**config.mk**
```make
export PLATFORM = sky130hd
export DESIGN_NAME = ieee_float_arith_rtz
export DESIGN_NICKNAME = d
export VERILOG_FILES = /design/src/hw/rtl/ifa_pkg.sv /design/src/hw/rtl/ieee_float_arith_rtz.sv /design/src/hw/rtl/ifa_ctrl.sv /design/src/hw/rtl/ifa_dpath.sv
export SDC_FILE = /design/constraint.sdc
export NUM_CORES = 2
export LEC_CHECK = 0
export ABC_AREA = 1
export BUFFER_PORTS_ARGS = -buffer_cell sky130_fd_sc_hd__buf_4
export CORE_ASPECT_RATIO = 1.1
export CORE_UTILIZATION = 41
export DETAILED_ROUTE_END_ITERATION = 7
export PLACE_DENSITY = 0.68
export SKIP_LAST_GASP = 1
export SLEW_MARGIN = 20
export SYNTH_ARGS = -nofsm -noshare
export SYNTH_HDL_FRONTEND = slang
export SYNTH_SLANG_ARGS = --single-unit
```
**constraint.sdc**
```tcl
create_clock -name i_clk -period 15.1 [get_ports i_clk]
set_input_delay 0.755 -clock i_clk [delete_from_list [all_inputs] [get_ports i_clk]]
set_output_delay 0.755 -clock i_clk [all_outputs]
set_load 0.02 [all_outputs]
```
**src/hw/rtl/ifa_pkg.sv**
```systemverilog
// Shared constants and controller/datapath interface types.
package ifa_pkg;

    localparam int NW = 57;
    localparam int EW = 12;
    localparam int SW = 24;
    localparam int CW = 5;

    localparam logic [31:0] HALF_QNAN   = 32'd32256;
    localparam logic [31:0] HALF_INF    = 32'd31744;
    localparam logic [31:0] SINGLE_QNAN = 32'd2143289344;
    localparam logic [31:0] SINGLE_INF  = 32'd2139095040;

    localparam logic [1:0] KIND_ADD = 2'd0;
    localparam logic [1:0] KIND_SUB = 2'd1;
    localparam logic [1:0] KIND_MUL = 2'd2;
    localparam logic [1:0] KIND_DIV = 2'd3;

    localparam logic [CW-1:0] DIV_STEPS_HALF   = CW'(13);
    localparam logic [CW-1:0] DIV_STEPS_SINGLE = CW'(26);

    typedef struct packed {
        logic load;
        logic align;
        logic mul;
        logic dnorm;
        logic div_init;
        logic div_step;
        logic norm;
        logic pack;
    } t_cmd;

    typedef struct packed {
        logic       special;
        logic [1:0] kind;
        logic       sig_norm;
        logic       n_done;
        logic       out_free;
    } t_status;

endpackage

```
**src/hw/rtl/ieee_float_arith_rtz.sv**
```systemverilog
// Round-toward-zero binary16/binary32 add, subtract, multiply and divide unit.
//
// Input channel: i_in_valid/o_in_ready carry i_kind (0 add, 1 sub, 2 mul,
// 3 div) and raw operands i_operand_a, i_operand_b. Output channel
// o_out_valid/i_out_ready carries o_result_bits in the selected format.
// Register 0 at byte address 0 of the APB port: bit 0 selects binary32
// (1) or binary16 (0); it resets to binary16.
// One operation is in flight at a time; the next one is taken once the
// sequencer returns to idle, even while the last result is still waiting.
// Steps per operation, from acceptance to result valid:
//   special operands: load, then pack
//   add/sub: load, align, normalize steps, pack
//   mul: load, multiply, normalize steps, pack
//   div: load, prenormalize shifts, 13 (binary16) or 26 (binary32) divider
//        steps, normalize steps, pack.
// The divider retires one quotient bit per cycle; the normalizer shifts
// eight bits or one bit per cycle.
// Reset is synchronous and clears the sequencer and output valid.
// A stalled receiver holds the result register; the sequencer waits in its
// pack step until the register frees.
module ieee_float_arith_rtz (
    input  logic        i_clk,
    input  logic        i_rst_n,
    input  logic        i_in_valid,
    output logic        o_in_ready,
    input  logic [1:0]  i_kind,
    input  logic [31:0] i_operand_a,
    input  logic [31:0] i_operand_b,
    output logic        o_out_valid,
    input  logic        i_out_ready,
    output logic [31:0] o_result_bits,
    input  logic        psel,
    input  logic        penable,
    input  logic        pwrite,
    input  logic [2:0]  paddr,
    input  logic [31:0] pwdata,
    output logic [31:0] prdata,
    output logic        pready
);
    import ifa_pkg::*;

    logic    r_fmt;
    t_cmd    cmd;
    t_status status;

    always_ff @(posedge i_clk) begin
        if (!i_rst_n) begin
            r_fmt <= 1'b0;
        end else if (psel && penable && pwrite && !paddr[2]) begin
            r_fmt <= pwdata[0];
        end
    end

    assign pready = 1'b1;
    assign prdata = paddr[2] ? 32'b0 : {31'b0, r_fmt};

    ifa_ctrl u_ctrl (
        .i_clk      (i_clk),
        .i_rst_n    (i_rst_n),
        .i_fmt      (r_fmt),
        .i_in_valid (i_in_valid),
        .o_in_ready (o_in_ready),
        .i_status   (status),
        .o_cmd      (cmd)
    );

    ifa_dpath u_dpath (
        .i_clk         (i_clk),
        .i_rst_n       (i_rst_n),
        .i_fmt         (r_fmt),
        .i_kind        (i_kind),
        .i_operand_a   (i_operand_a),
        .i_operand_b   (i_operand_b),
        .i_cmd         (cmd),
        .o_status      (status),
        .o_out_valid   (o_out_valid),
        .i_out_ready   (i_out_ready),
        .o_result_bits (o_result_bits)
    );

endmodule

```
**src/hw/rtl/ifa_ctrl.sv**
```systemverilog
// Sequencer for unpack, align, multiply, divide, normalize and pack steps.
module ifa_ctrl (
    input  logic             i_clk,
    input  logic             i_rst_n,
    input  logic             i_fmt,
    input  logic             i_in_valid,
    output logic             o_in_ready,
    input  ifa_pkg::t_status i_status,
    output ifa_pkg::t_cmd    o_cmd
);
    import ifa_pkg::*;

    typedef enum logic [2:0] {
        S_IDLE, S_LOAD, S_ALIGN, S_MUL, S_DNORM, S_DIV, S_NORM, S_PACK
    } t_state;

    t_state        r_state, n_state;
    logic [CW-1:0] r_cnt, n_cnt;

    always_comb begin
        n_state = r_state;
        n_cnt   = r_cnt;
        o_cmd   = '0;
        unique case (r_state)
            S_IDLE: begin
                o_cmd.load = i_in_valid;
                if (i_in_valid) n_state = S_LOAD;
            end
            S_LOAD: begin
                if (i_status.special) begin
                    n_state = S_PACK;
                end else begin
                    case (i_status.kind) inside
                        KIND_ADD, KIND_SUB: n_state = S_ALIGN;
                        KIND_MUL:           n_state = S_MUL;
                        default:            n_state = S_DNORM;
                    endcase
                end
            end
            S_ALIGN: begin
                o_cmd.align = 1'b1;
                n_state = S_NORM;
            end
            S_MUL: begin
                o_cmd.mul = 1'b1;
                n_state = S_NORM;
            end
            S_DNORM: begin
                o_cmd.dnorm = 1'b1;
                if (i_status.sig_norm) begin
                    o_cmd.div_init = 1'b1;
                    n_cnt = i_fmt ? DIV_STEPS_SINGLE : DIV_STEPS_HALF;
                    n_state = S_DIV;
                end
            end
            S_DIV: begin
                o_cmd.div_step = 1'b1;
                n_cnt = r_cnt - CW'(1);
                if (r_cnt == CW'(1)) n_state = S_NORM;
            end
            S_NORM: begin
                o_cmd.norm = 1'b1;
                if (i_status.n_done) n_state = S_PACK;
            end
            S_PACK: begin
                // hold until the output register is free
                if (i_status.out_free) begin
                    o_cmd.pack = 1'b1;
                    n_state = S_IDLE;
                end
            end
            default: n_state = S_IDLE;
        endcase
    end

    assign o_in_ready = (r_state == S_IDLE);

    always_ff @(posedge i_clk) begin
        if (!i_rst_n) begin
            r_state <= S_IDLE;
            r_cnt   <= '0;
        end else begin
            r_state <= n_state;
            r_cnt   <= n_cnt;
        end
    end

endmodule

```
**src/hw/rtl/ifa_dpath.sv**
```systemverilog
// Datapath: operand unpack, add alignment, multiplier, restoring divider, normalizer, pack.
module ifa_dpath (
    input  logic             i_clk,
    input  logic             i_rst_n,
    input  logic             i_fmt,
    input  logic [1:0]       i_kind,
    input  logic [31:0]      i_operand_a,
    input  logic [31:0]      i_operand_b,
    input  ifa_pkg::t_cmd    i_cmd,
    output ifa_pkg::t_status o_status,
    output logic             o_out_valid,
    input  logic             i_out_ready,
    output logic [31:0]      o_result_bits
);
    import ifa_pkg::*;

    typedef struct packed {
        logic                 sign;
        logic [SW-1:0]        sig;
        logic signed [EW-1:0] lsb;
        logic                 nan;
        logic                 inf;
        logic                 zero;
    } t_unp;

    function automatic t_unp f_unpack(input logic fmt, input logic [31:0] x);
        logic [7:0]  be;
        logic [22:0] fr;
        logic [7:0]  emask;
        t_unp        u;
        if (fmt) begin
            be = x[30:23]; fr = x[22:0]; emask = 8'hFF; u.sign = x[31];
        end else begin
            be = {3'b0, x[14:10]}; fr = {13'b0, x[9:0]}; emask = 8'h1F; u.sign = x[15];
        end
        u.nan  = (be == emask) && (fr != '0);
        u.inf  = (be == emask) && (fr == '0);
        u.zero = (be == '0) && (fr == '0);
        u.sig  = fmt ? {(be != '0), fr} : {13'b0, (be != '0), fr[9:0]};
        u.lsb  = ((be == '0) ? 12'sd1 : $signed({4'b0, be}))
                 - (fmt ? 12'sd150 : 12'sd25);
        return u;
    endfunction

    function automatic logic [31:0] f_zero(input logic fmt, input logic s);
        return fmt ? {s, 31'b0} : {16'b0, s, 15'b0};
    endfunction

    logic                 r_sa, r_sb, r_sign, r_special, r_out_valid;
    logic [1:0]           r_kind;
    logic [SW-1:0]        r_siga, r_sigb;
    logic signed [EW-1:0] r_lsba, r_lsbb, r_e;
    logic [NW-1:0]        r_n;
    logic [SW+1:0]        r_rem;
    logic [31:0]          r_spec_val, r_result;

    // unpack and special cases
    t_unp        ua, ub, ta, tb;
    logic        spec;
    logic [31:0] spec_val, qnan_c, inf_c;
    logic        psign;

    always_comb begin
        ua = f_unpack(i_fmt, i_operand_a);
        ub = f_unpack(i_fmt, i_operand_b);
        if (i_kind == KIND_SUB) ub.sign = ~ub.sign;
        qnan_c = i_fmt ? SINGLE_QNAN : HALF_QNAN;
        inf_c  = i_fmt ? SINGLE_INF : HALF_INF;
        psign  = ua.sign ^ ub.sign;
        spec     = 1'b1;
        spec_val = qnan_c;
        ta = ua;
        tb = ub;
        if (ua.nan || ub.nan) begin
            spec_val = qnan_c;
        end else begin
            case (i_kind)
                KIND_ADD, KIND_SUB: begin
                    if (ua.inf) begin
                        spec_val = (ub.inf && ua.sign != ub.sign) ? qnan_c
                                   : (f_zero(i_fmt, ua.sign) | inf_c);
                    end else if (ub.inf) begin
                        spec_val = f_zero(i_fmt, ub.sign) | inf_c;
                    end else if (ua.zero && ub.zero) begin
                        spec_val = f_zero(i_fmt, ua.sign & ub.sign);
                    end else begin
                        spec = 1'b0;
                        // larger magnitude goes first
                        if (ua.lsb < ub.lsb || (ua.lsb == ub.lsb && ua.sig < ub.sig)) begin
                            ta = ub;
                            tb = ua;
                        end
                    end
                end
                KIND_MUL: begin
                    if ((ua.inf && ub.zero) || (ua.zero && ub.inf)) spec_val = qnan_c;
                    else if (ua.inf || ub.inf) spec_val = f_zero(i_fmt, psign) | inf_c;
                    else if (ua.zero || ub.zero) spec_val = f_zero(i_fmt, psign);
                    else spec = 1'b0;
                end
                default: begin
                    if ((ua.zero && ub.zero) || (ua.inf && ub.inf)) spec_val = qnan_c;
                    else if (ua.inf || ub.zero) spec_val = f_zero(i_fmt, psign) | inf_c;
                    else if (ub.inf || ua.zero) spec_val = f_zero(i_fmt, psign);
                    else spec = 1'b0;
                end
            endcase
        end
    end

    // add alignment with sticky
    logic signed [EW-1:0] d;
    logic [NW-1:0]        ax, afull, ay, asum;
    logic                 ast, effsub;

    always_comb begin
        d     = r_lsba - r_lsbb;
        ax    = {1'b0, r_siga, 32'b0};
        afull = {1'b0, r_sigb, 32'b0};
        if (d >= 12'sd57) begin
            ay  = '0;
            ast = (afull != '0);
        end else begin
            ay  = afull >> d[5:0];
            ast = ((ay << d[5:0]) != afull);
        end
        effsub = (r_sa != r_sb);
        asum   = effsub ? (ax - ay - NW'(ast)) : (ax + ay);
    end

    // multiplier and divider step
    logic [2*SW-1:0] prod;
    logic            dcmp;
    logic [SW+1:0]   ddiff;
    logic            a_nrm, b_nrm;

    always_comb begin
        prod  = r_siga * r_sigb;
        dcmp  = (r_rem >= {2'b0, r_sigb});
        ddiff = dcmp ? (r_rem - {2'b0, r_sigb}) : r_rem;
        a_nrm = i_fmt ? r_siga[23] : r_siga[10];
        b_nrm = i_fmt ? r_sigb[23] : r_sigb[10];
    end

    // pack with truncation
    logic signed [EW-1:0] mb, emin, target, sft, biased;
    logic [NW-1:0]        psig;
    logic                 sub_norm;
    logic [31:0]          pres;

    always_comb begin
        mb     = i_fmt ? 12'sd23 : 12'sd10;
        emin   = i_fmt ? -12'sd149 : -12'sd24;
        target = 12'sd56 - mb + r_e;
        if (target < emin) target = emin;
        sft  = target - r_e;
        psig = (sft >= 12'sd57) ? '0 : (r_n >> sft[5:0]);
        sub_norm = i_fmt ? !psig[23] : !psig[10];
        biased   = sub_norm ? 12'sd0 : (target - emin + 12'sd1);
        if (r_special) begin
            pres = r_spec_val;
        end else if (r_n == '0 || psig == '0) begin
            pres = f_zero(i_fmt, r_sign);
        end else if (i_fmt) begin
            pres = (biased >= 12'sd255) ? {r_sign, 31'h7F7FFFFF}
                   : {r_sign, biased[7:0], psig[22:0]};
        end else begin
            pres = (biased >= 12'sd31) ? {16'b0, r_sign, 15'h7BFF}
                   : {16'b0, r_sign, biased[4:0], psig[9:0]};
        end
    end

    always_ff @(posedge i_clk) begin
        if (i_cmd.load) begin
            r_sa       <= ta.sign;
            r_sb       <= tb.sign;
            r_siga     <= ta.sig;
            r_sigb     <= tb.sig;
            r_lsba     <= ta.lsb;
            r_lsbb     <= tb.lsb;
            r_special  <= spec;
            r_spec_val <= spec_val;
            r_kind     <= i_kind;
        end
        if (i_cmd.align) begin
            r_n    <= asum;
            r_e    <= r_lsba - 12'sd32;
            r_sign <= (effsub && asum == '0) ? 1'b0 : r_sa;
        end
        if (i_cmd.mul) begin
            r_n    <= {9'b0, prod};
            r_e    <= r_lsba + r_lsbb;
            r_sign <= r_sa ^ r_sb;
        end
        if (i_cmd.dnorm) begin
            if (!a_nrm) begin
                r_siga <= {r_siga[SW-2:0], 1'b0};
                r_lsba <= r_lsba - 12'sd1;
            end
            if (!b_nrm) begin
                r_sigb <= {r_sigb[SW-2:0], 1'b0};
                r_lsbb <= r_lsbb - 12'sd1;
            end
        end
        if (i_cmd.div_init) begin
            r_rem  <= {2'b0, r_siga};
            r_n    <= '0;
            r_e    <= r_lsba - r_lsbb - (i_fmt ? 12'sd25 : 12'sd12);
            r_sign <= r_sa ^ r_sb;
        end
        if (i_cmd.div_step) begin
            r_rem <= {ddiff[SW:0], 1'b0};
            r_n   <= {r_n[NW-2:0], dcmp};
        end
        if (i_cmd.norm && !o_status.n_done) begin
            // coarse step of eight, then single bits
            if (r_n[NW-1:NW-8] == '0) begin
                r_n <= {r_n[NW-9:0], 8'b0};
                r_e <= r_e - 12'sd8;
            end else begin
                r_n <= {r_n[NW-2:0], 1'b0};
                r_e <= r_e - 12'sd1;
            end
        end
        if (i_cmd.pack) r_result <= pres;
    end

    always_ff @(posedge i_clk) begin
        if (!i_rst_n) begin
            r_out_valid <= 1'b0;
        end else if (i_cmd.pack) begin
            r_out_valid <= 1'b1;
        end else if (i_out_ready) begin
            r_out_valid <= 1'b0;
        end
    end

    assign o_status.special  = r_special;
    assign o_status.kind     = r_kind;
    assign o_status.sig_norm = a_nrm && b_nrm;
    assign o_status.n_done   = r_n[NW-1] || (r_n == '0);
    assign o_status.out_free = !r_out_valid || i_out_ready;
    assign o_out_valid       = r_out_valid;
    assign o_result_bits     = r_result;

endmodule

```
=== Word level (Yosys, flattened, before mapping) ===
Index checks and enable logic that the tools add are counted.

* Word-level logic and storage cells: 267
* Input bits: 108
* Register bits after elaboration: 247
* Output and inout bits: 67

* Reduce and logical (&&, ||, !) cells: 61
* Shift-type cells: 3
* $add $sub $neg: 20
* Equal/unequal tests: 23
* Muxes and demuxes: 125
* Magnitude comparators: 8
* $mul: 1
* Bitwise gates (word level): 7

{| class="wikitable"
|+ Operators by type and width
! operator !! number
|-
| 32-bit two-way mux || 19
|-
| 57-bit two-way mux || 9
|-
| 40-bit two-way mux || 12
|-
| 24-bit two-way mux || 8
|-
| 57-bit logical NOT || 3
|-
| 12-bit two-way mux || 13
|-
| 32-bit OR || 3
|-
| 31-bit two-way mux || 3
|-
| 32-bit case mux with 2 select lines || 1
|-
| 12-bit subtractor || 5
|-
| 56-bit by 57-bit adder with 57-bit output || 1
|-
| 57-bit by 56-bit inequality test with 1-bit output || 1
|-
| 57-bit by 6-bit << shifter with 57-bit output || 1
|-
| 56-bit by 6-bit right shift with 57-bit output || 1
|-
| 57-bit by 6-bit right shift with 57-bit output || 1
|-
| 56-bit by 57-bit subtractor with 57-bit output || 1
|-
| 57-bit by 1-bit subtractor with 57-bit output || 1
|-
| 8-bit two-way mux || 7
|-
| 26-bit two-way mux || 2
|-
| 24-bit by 24-bit multiplier with 48-bit output || 1
|-
| 23-bit logical NOT || 2
|-
| 23-bit two-way mux || 2
|-
| 23-bit nonzero test || 2
|-
| 12-bit by 2-bit subtractor with 12-bit output, second input constant || 3
|-
| other kinds (52) || 146
|}

=== Depth between registers and ports, before layout ===
* Depth in word-level cells: 16
* Mapped depth: 61
* Mapped depth without buffers: 59

=== Hierarchy ===
A second synthesis with hierarchy kept.

* Cells, all modules: 8170
* Area, all modules: 52719.3 um^2

{| class="wikitable"
|+ By module, submodules not included
! module !! area each (um^2) !! instances !! cells an instance
|-
| ifa_dpath || 51782.2 || 1 || 8026
|-
| ifa_ctrl || 623.1 || 1 || 98
|-
| ieee_float_arith_rtz || 314.1 || 1 || 46
|}

=== Worst setup path before layout ===
OpenSTA, ideal clock, no wires.

* Path type: flip-flop to flip-flop
* Start: reg r_fmt
* End: reg u_dpath.r_result[23] (netlist: u_dpath.o_result_bits[23]) (data pin)
* Setup time: 0.264 ns
* Path buffers: 8
* Data required time: 14.836 ns
* Cell stages (with the launch flop): 42
* Setup slack: 7.605 ns
* Arrival: 7.231 ns
* Path through: dfxtp_1 > buf_4 > inv_2 > clkbuf_1 > buf_4 > clkbuf_1 > ha_1 > inv_1 > ha_1 > a21oi_1 > nand2_1 > nand2_1 > nand2_1 > xor2_1 > inv_1 > ha_1 > o2111a_1 > o21bai_1 > [... 6 more ...] > buf_2 > clkbuf_1 > clkbuf_1 > mux2i_1 > o21ai_0 > o21ai_0 > o21ai_0 > o22ai_1 > inv_1 > o21ai_0 > nand3_1 > nor2_1 > nand3_1 > nand2_1 > inv_2 > nand2_2 > buf_6 > o21ai_1

* Longest elaborated chain between the ends: 16
* Elaborated cells on any way between the ends: 23

{| class="wikitable"
|+ RTL lines
! what !! line !! RTL
|-
| from (decl) || ieee_float_arith_rtz.sv:42 || <nowiki>logic r_fmt;</nowiki>
|-
| from (signal assigned) || ieee_float_arith_rtz.sv:50 || <nowiki>r_fmt <= pwdata[0];</nowiki>
|-
| 5-bit two-way mux || ifa_dpath.sv:152 || <nowiki>mb = i_fmt ? 12'sd23 : 12'sd10;</nowiki>
|-
| 7-bit by 12-bit subtractor with 12-bit output || ifa_dpath.sv:154 || <nowiki>target = 12'sd56 - mb + r_e;</nowiki>
|-
| 12-bit adder || ifa_dpath.sv:154 ||
|-
| 12-bit < comparator || ifa_dpath.sv:155 || <nowiki>if (target < emin) target = emin;</nowiki>
|-
| 12-bit two-way mux || ifa_dpath.sv:155 ||
|-
| 12-bit subtractor || ifa_dpath.sv:156 || <nowiki>sft = target - r_e;</nowiki>
|-
| 12-bit by 7-bit greater-or-equal comparator with 1-bit output / 57-bit by 6-bit right shift with 57-bit output (equally long branches) || ifa_dpath.sv:157 || <nowiki>psig = (sft >= 12'sd57) ? '0 : (r_n >> sft[5:0]);</nowiki>
|-
| 57-bit two-way mux || ifa_dpath.sv:157 ||
|-
| 1-bit logical NOT || ifa_dpath.sv:158 || <nowiki>sub_norm = i_fmt ? !psig[23] : !psig[10];</nowiki>
|-
| 1-bit two-way mux || ifa_dpath.sv:158 ||
|-
| 12-bit two-way mux || ifa_dpath.sv:159 || <nowiki>biased = sub_norm ? 12'sd0 : (target - emin + 12'sd1);</nowiki>
|-
| 12-bit by 9-bit greater-or-equal comparator with 1-bit output || ifa_dpath.sv:165 || <nowiki>pres = (biased >= 12'sd255) ? {r_sign, 31'h7F7FFFFF}</nowiki>
|-
| 31-bit two-way mux || ifa_dpath.sv:165 ||
|-
| 32-bit two-way mux || ifa_dpath.sv:164 || <nowiki>end else if (i_fmt) begin</nowiki>
|-
| 32-bit two-way mux * || ifa_dpath.sv:162 || <nowiki>end else if (r_n == '0 || psig == '0) begin</nowiki>
|-
| 32-bit two-way mux * || ifa_dpath.sv:160 || <nowiki>if (r_special) begin</nowiki>
|-
| via u_dpath.pres[23] || ifa_dpath.sv:149 || <nowiki>logic [31:0] pres;</nowiki>
|-
| to (signal assigned) || ifa_dpath.sv:225 || <nowiki>if (i_cmd.pack) r_result <= pres;</nowiki>
|-
| to (decl) || ifa_dpath.sv:55 || <nowiki>logic [31:0] r_spec_val, r_result;</nowiki>
|}

Mark *: on every way through the listed nets, which the timed path passes. The rest lies on a longest branch.
A chain may end at the register's enable or synchronous reset.

=== Worst setup path in the final report ===
* Start: reg u_dpath.r_lsbb[2]
* End: reg u_dpath.r_sign (data pin)

* Longest elaborated chain between the ends: 13
* Elaborated cells on any way between the ends: 17

{| class="wikitable"
|+ RTL lines
! what !! line !! RTL
|-
| from (decl) || ifa_dpath.sv:52 || <nowiki>logic signed [EW-1:0] r_lsba, r_lsbb, r_e;</nowiki>
|-
| from (signal assigned) || ifa_dpath.sv:180 || <nowiki>r_lsbb <= tb.lsb;</nowiki>
|-
| from (signal assigned) || ifa_dpath.sv:202 || <nowiki>r_lsbb <= r_lsbb - 12'sd1;</nowiki>
|-
| 12-bit subtractor * || ifa_dpath.sv:117 || <nowiki>d = r_lsba - r_lsbb;</nowiki>
|-
| parallel branches: the longest is 5 deep, another holds 56-bit by 57-bit subtractor with 57-bit output || - ||
|-
| 57-bit two-way mux * || ifa_dpath.sv:128 || <nowiki>asum = effsub ? (ax - ay - NW'(ast)) : (ax + ay);</nowiki>
|-
| 57-bit logical NOT * || ifa_dpath.sv:188 || <nowiki>r_sign <= (effsub && asum == '0) ? 1'b0 : r_sa;</nowiki>
|-
| 1-bit logical AND * || ifa_dpath.sv:188 ||
|-
| 1-bit two-way mux * || ifa_dpath.sv:188 ||
|-
| 1-bit two-way mux * || ifa_dpath.sv:185 || <nowiki>if (i_cmd.align) begin</nowiki>
|-
| 1-bit two-way mux * || ifa_dpath.sv:190 || <nowiki>if (i_cmd.mul) begin</nowiki>
|-
| 1-bit two-way mux * || ifa_dpath.sv:205 || <nowiki>if (i_cmd.div_init) begin</nowiki>
|-
| to (signal assigned) || ifa_dpath.sv:188 ||
|-
| to (signal assigned) || ifa_dpath.sv:193 || <nowiki>r_sign <= r_sa ^ r_sb;</nowiki>
|-
| to (signal assigned) || ifa_dpath.sv:209 || <nowiki>r_sign <= r_sa ^ r_sb;</nowiki>
|-
| to (decl) || ifa_dpath.sv:49 || <nowiki>logic r_sa, r_sb, r_sign, r_special, r_out_valid;</nowiki>
|}

Every way passes the cells marked *. The select of a mux whose other input is x is not followed.

==> results by group <==
Synth
  – Main synth FF type: edfxtp_1
  – Biggest area consumer among synthesized cells: fa_1
  – Yosys Warn Count: 0
  – Compound-cell area share of the yosys netlist: 0.161
  – Synth cell types: 71
  – Post-synth EDFFs: approximately 140
  – Mapped Cells: 8387
  – Share of flip-flops with an asynchronous set or reset: 0
  – Adder-Cell Fraction of Synth Area: 0.281
  – Sequential area share after synthesis: 0.109
  – Post-Syn Area: between 50000 and 60000 sq um
  – Post-synthesis mux area share: 0.00112
  – Syn avg cell area: approximately 6.4 sq um
  – Area share of the largest cell type after synthesis: 0.183
  – Post-Synth XOR/XNOR Area: 0.0194
  – Synthesized flop and latch total: approximately 220
  – Dominant cells by area after synthesis: fa_1, nand2_1, inv_1
  – Post-synthesis simple-gate area fraction: 0.286
  – Main combinational cell family by area after synthesis: simple AND/OR/NAND/NOR gates

Clocking
  – Clock sinks: around 220
  – CTS root buffer: clkbuf_16
  – Max Buffers Root-to-Sink: 3
  – Post-CTS Resized: 0
  – Cts bufs inserted: 29
  – CTS tree: yes
  – CTS Hold Buffers Added: 0
  – Clock Latency Late Sink: between 0.6 and 0.7 ns
  – Clock-pin slew on the worst setup and hold paths: roughly 0.060 ns
  – H-tree level count: 1
  – Post-CTS setup buffer count: 0

Setup path
  – Startpoint types: flip-flop
  – Critical Path End Type: flip-flop
  – Setup CP Type: flip-flop to flip-flop
  – Top cell by count, worst path: nand2_1
  – CP startpoint: u_dpath.r_lsbb[2]$_DFF_P_
  – CP delay by family, top: simple AND/OR/NAND/NOR gates
  – Critical path buffers and inverters: 6
  – Crit path largest cell delay: 0.80 ns
  – Slowest stage cell, crit path: inv_2
  – Crit path DAT: 10.34 ns
  – Slack of the worst reg-to-reg path: 5.12 ns
  – RR Startpoint: u_dpath.r_lsbb[2]$_DFF_P_
  – Crit-path max FO: 45
  – Worst Reg2Reg Path Length in Cells: between 50 and 60
  – Crit Reg-Reg Endpoint: u_dpath.r_sign$_DFFE_PP_
  – CP required: 15.46 ns

STA
  – Final Critical Period: ~10 ns
  – Worst-Margin Slew: 1.21 ns
  – Fin. max-slew vios: 0
  – Hold Violations, Final: 0
  – Fmax: between 0.1 and 0.15 GHz
  – Sum Neg Setup Slack: 0 ns
  – RSZ-0062 raised after global routing: false
  – # setup viols final: 0
  – Crit share post-route: 0.661
  – Skew final: around 0.016 ns
  – Rel. slew slack: 0.188

Finish
  – Ratio of cells with drive above 1 in the final layout: 0.0441
  – Fillers: roughly 14000
  – Area Overhead vs Synth: 5.08%
  – Commonest non-fill, non-tap cells in the layout: nand2_1, inv_1, nand3_1
  – Nets@finish: 9207
  – # diodes: 0
  – Commonest non-fill, non-tap cell in the layout: nand2_1

Routing
  – DR pass1 iterations: 6
  – DRT iter0 DRCs: 5506
  – DRC: 0
  – DR WL/cell: roughly 21 um
  – WL final: between 200000 and 250000 um
  – Post-route ant nets: 0
  – Total vias in the final route: around 56000
  – DR vias/cell: about 5.7

Worst hold path
  – Hold_sp: i_kind[0]
  – Hold depth: 1
  – Min-Delay Endpoint: u_dpath.r_kind[0]$_DFFE_PP_
  – Hold WC Path Type: primary input to flip-flop

Place
  – HPWL Detailed: 164000 um
  – IO Port Bufs: about 110
  – Gpl congestion: between 1 and 1.5

Floorplanning
  – Initial Util: 0.415
  – Die X: 346 um
  – Die Area: 132000 sq um
  – Core area: 129000 sq um
  – Number of I/O pins: 175
  – Row count: between 100 and 150
  – Die height: around 380 um

Global route
  – Gr usage total: 0.306
  – Vias in the first global route: 53600
  – First-pass GRT wire length: ~310000 um
  – Initial antenna violation count: 4
  – GR Overflow Total: 0
  – Largest net degree at the start of global routing: between 100 and 150

Run status
  – Status: finished clean

Run
  – Maxcap violations: 0
[registers in the layout, summed over array words and instances (netlist names), 5 cells and up]
name                   count
u_ctrl.r_cnt               5
u_dpath.o_result_bits     32
u_dpath.r_e               12
u_dpath.r_lsba            12
u_dpath.r_lsbb            12
u_dpath.r_n               57
u_dpath.r_rem             26
u_dpath.r_siga            24
u_dpath.r_sigb            24
u_dpath.r_spec_val         6
[per-layer routing]
metal,vias to the layer above,GRT usage,part of all wire
met5,-,0,0.00013
met4,4,0.168,0.065
met3,621,0.0463,0.086
met2,2568,0.503,0.46
met1,26700,0.383,0.39
li1,26500,-,-
[cells in the mapped netlist (all sizes together), types with 60 or more instances]
master and count:
fa 489, nand3 697, o21ai 572, buf 241, o22ai 60, nor2 522, nand2 2235, dfxtp 83
ha 420, nor3 70, o211ai 79, inv 1445, a31oi 74, clkbuf 226, nand4 71, xor2 75
edfxtp 138, a21oi 567
[logic make-up after synthesis]
logic type	Yosys count
and+or+nand+nor	3685
buffers and inverters	1914
AOI/OAI and AO/OA	1536
adders and majority gates	909
DFF	221
xor gates and xnor gates	114
muxes	6
other	2
[worst register-to-register path: cells and delay by family (launching register included)]
| family | cells | cell delay [ns] |
|---|---|---|
| flops | 1 | 0.41 |
| buf+inv | 6 | 1.90 |
| simple gates | 41 | 5.68 |
| fa+ha+maj | 4 | 1.02 |
| compound gates | 3 | 0.72 |
[how the worst max path moves through the flow]
stage                                     endpoint  slack, ns  cells after the start
5_1_grt                   u_dpath.r_sign$_DFFE_PP_       4.68                     54
6_report                  u_dpath.r_sign$_DFFE_PP_       5.12                     54
3_3_place_gp              u_dpath.r_sign$_DFFE_PP_       5.59                     54
3_5_place_dp              u_dpath.r_sign$_DFFE_PP_       5.60                     54
2_1_floorplan  u_dpath.o_result_bits[23]$_DFFE_PP_       7.61                     41
4_1_cts                   u_dpath.r_sign$_DFFE_PP_       5.57                     54
[final cells by class]
cell class                      instances  area (sq um)  area share
Multi-Input combinational cell       6282         40300       0.717
Sequential cell                       221          5810       0.103
Inverter                             1447          5440      0.0967
Tap cell                             1680          2100      0.0374
Timing Repair Buffer                  209          1570      0.0279
Clock buffer                           33           741      0.0132
Clock inverter                         21           251     0.00447
[through the flow]
step | utilization | area [sq um] | hold slack, ns | worst slack [ns] | std cells
final | 0.436 | 56200 | 0.406 | 5.12 | 9893
after global routing | 0.436 | 56200 | 0.401 | 4.68 | 9893
after CTS | 0.436 | 56200 | 0.387 | 5.57 | 9893
after detailed placement | 0.428 | 55200 | 0.492 | 5.60 | 9839
after global placement | 0.428 | 55200 | 0.477 | 5.59 | 9839
after floorplan | - | 53600 | 0.466 | 7.61 | 8417
Power is not shown: default switching activity piles up to over one toggle a cycle in this logic, so the estimate is an artifact.
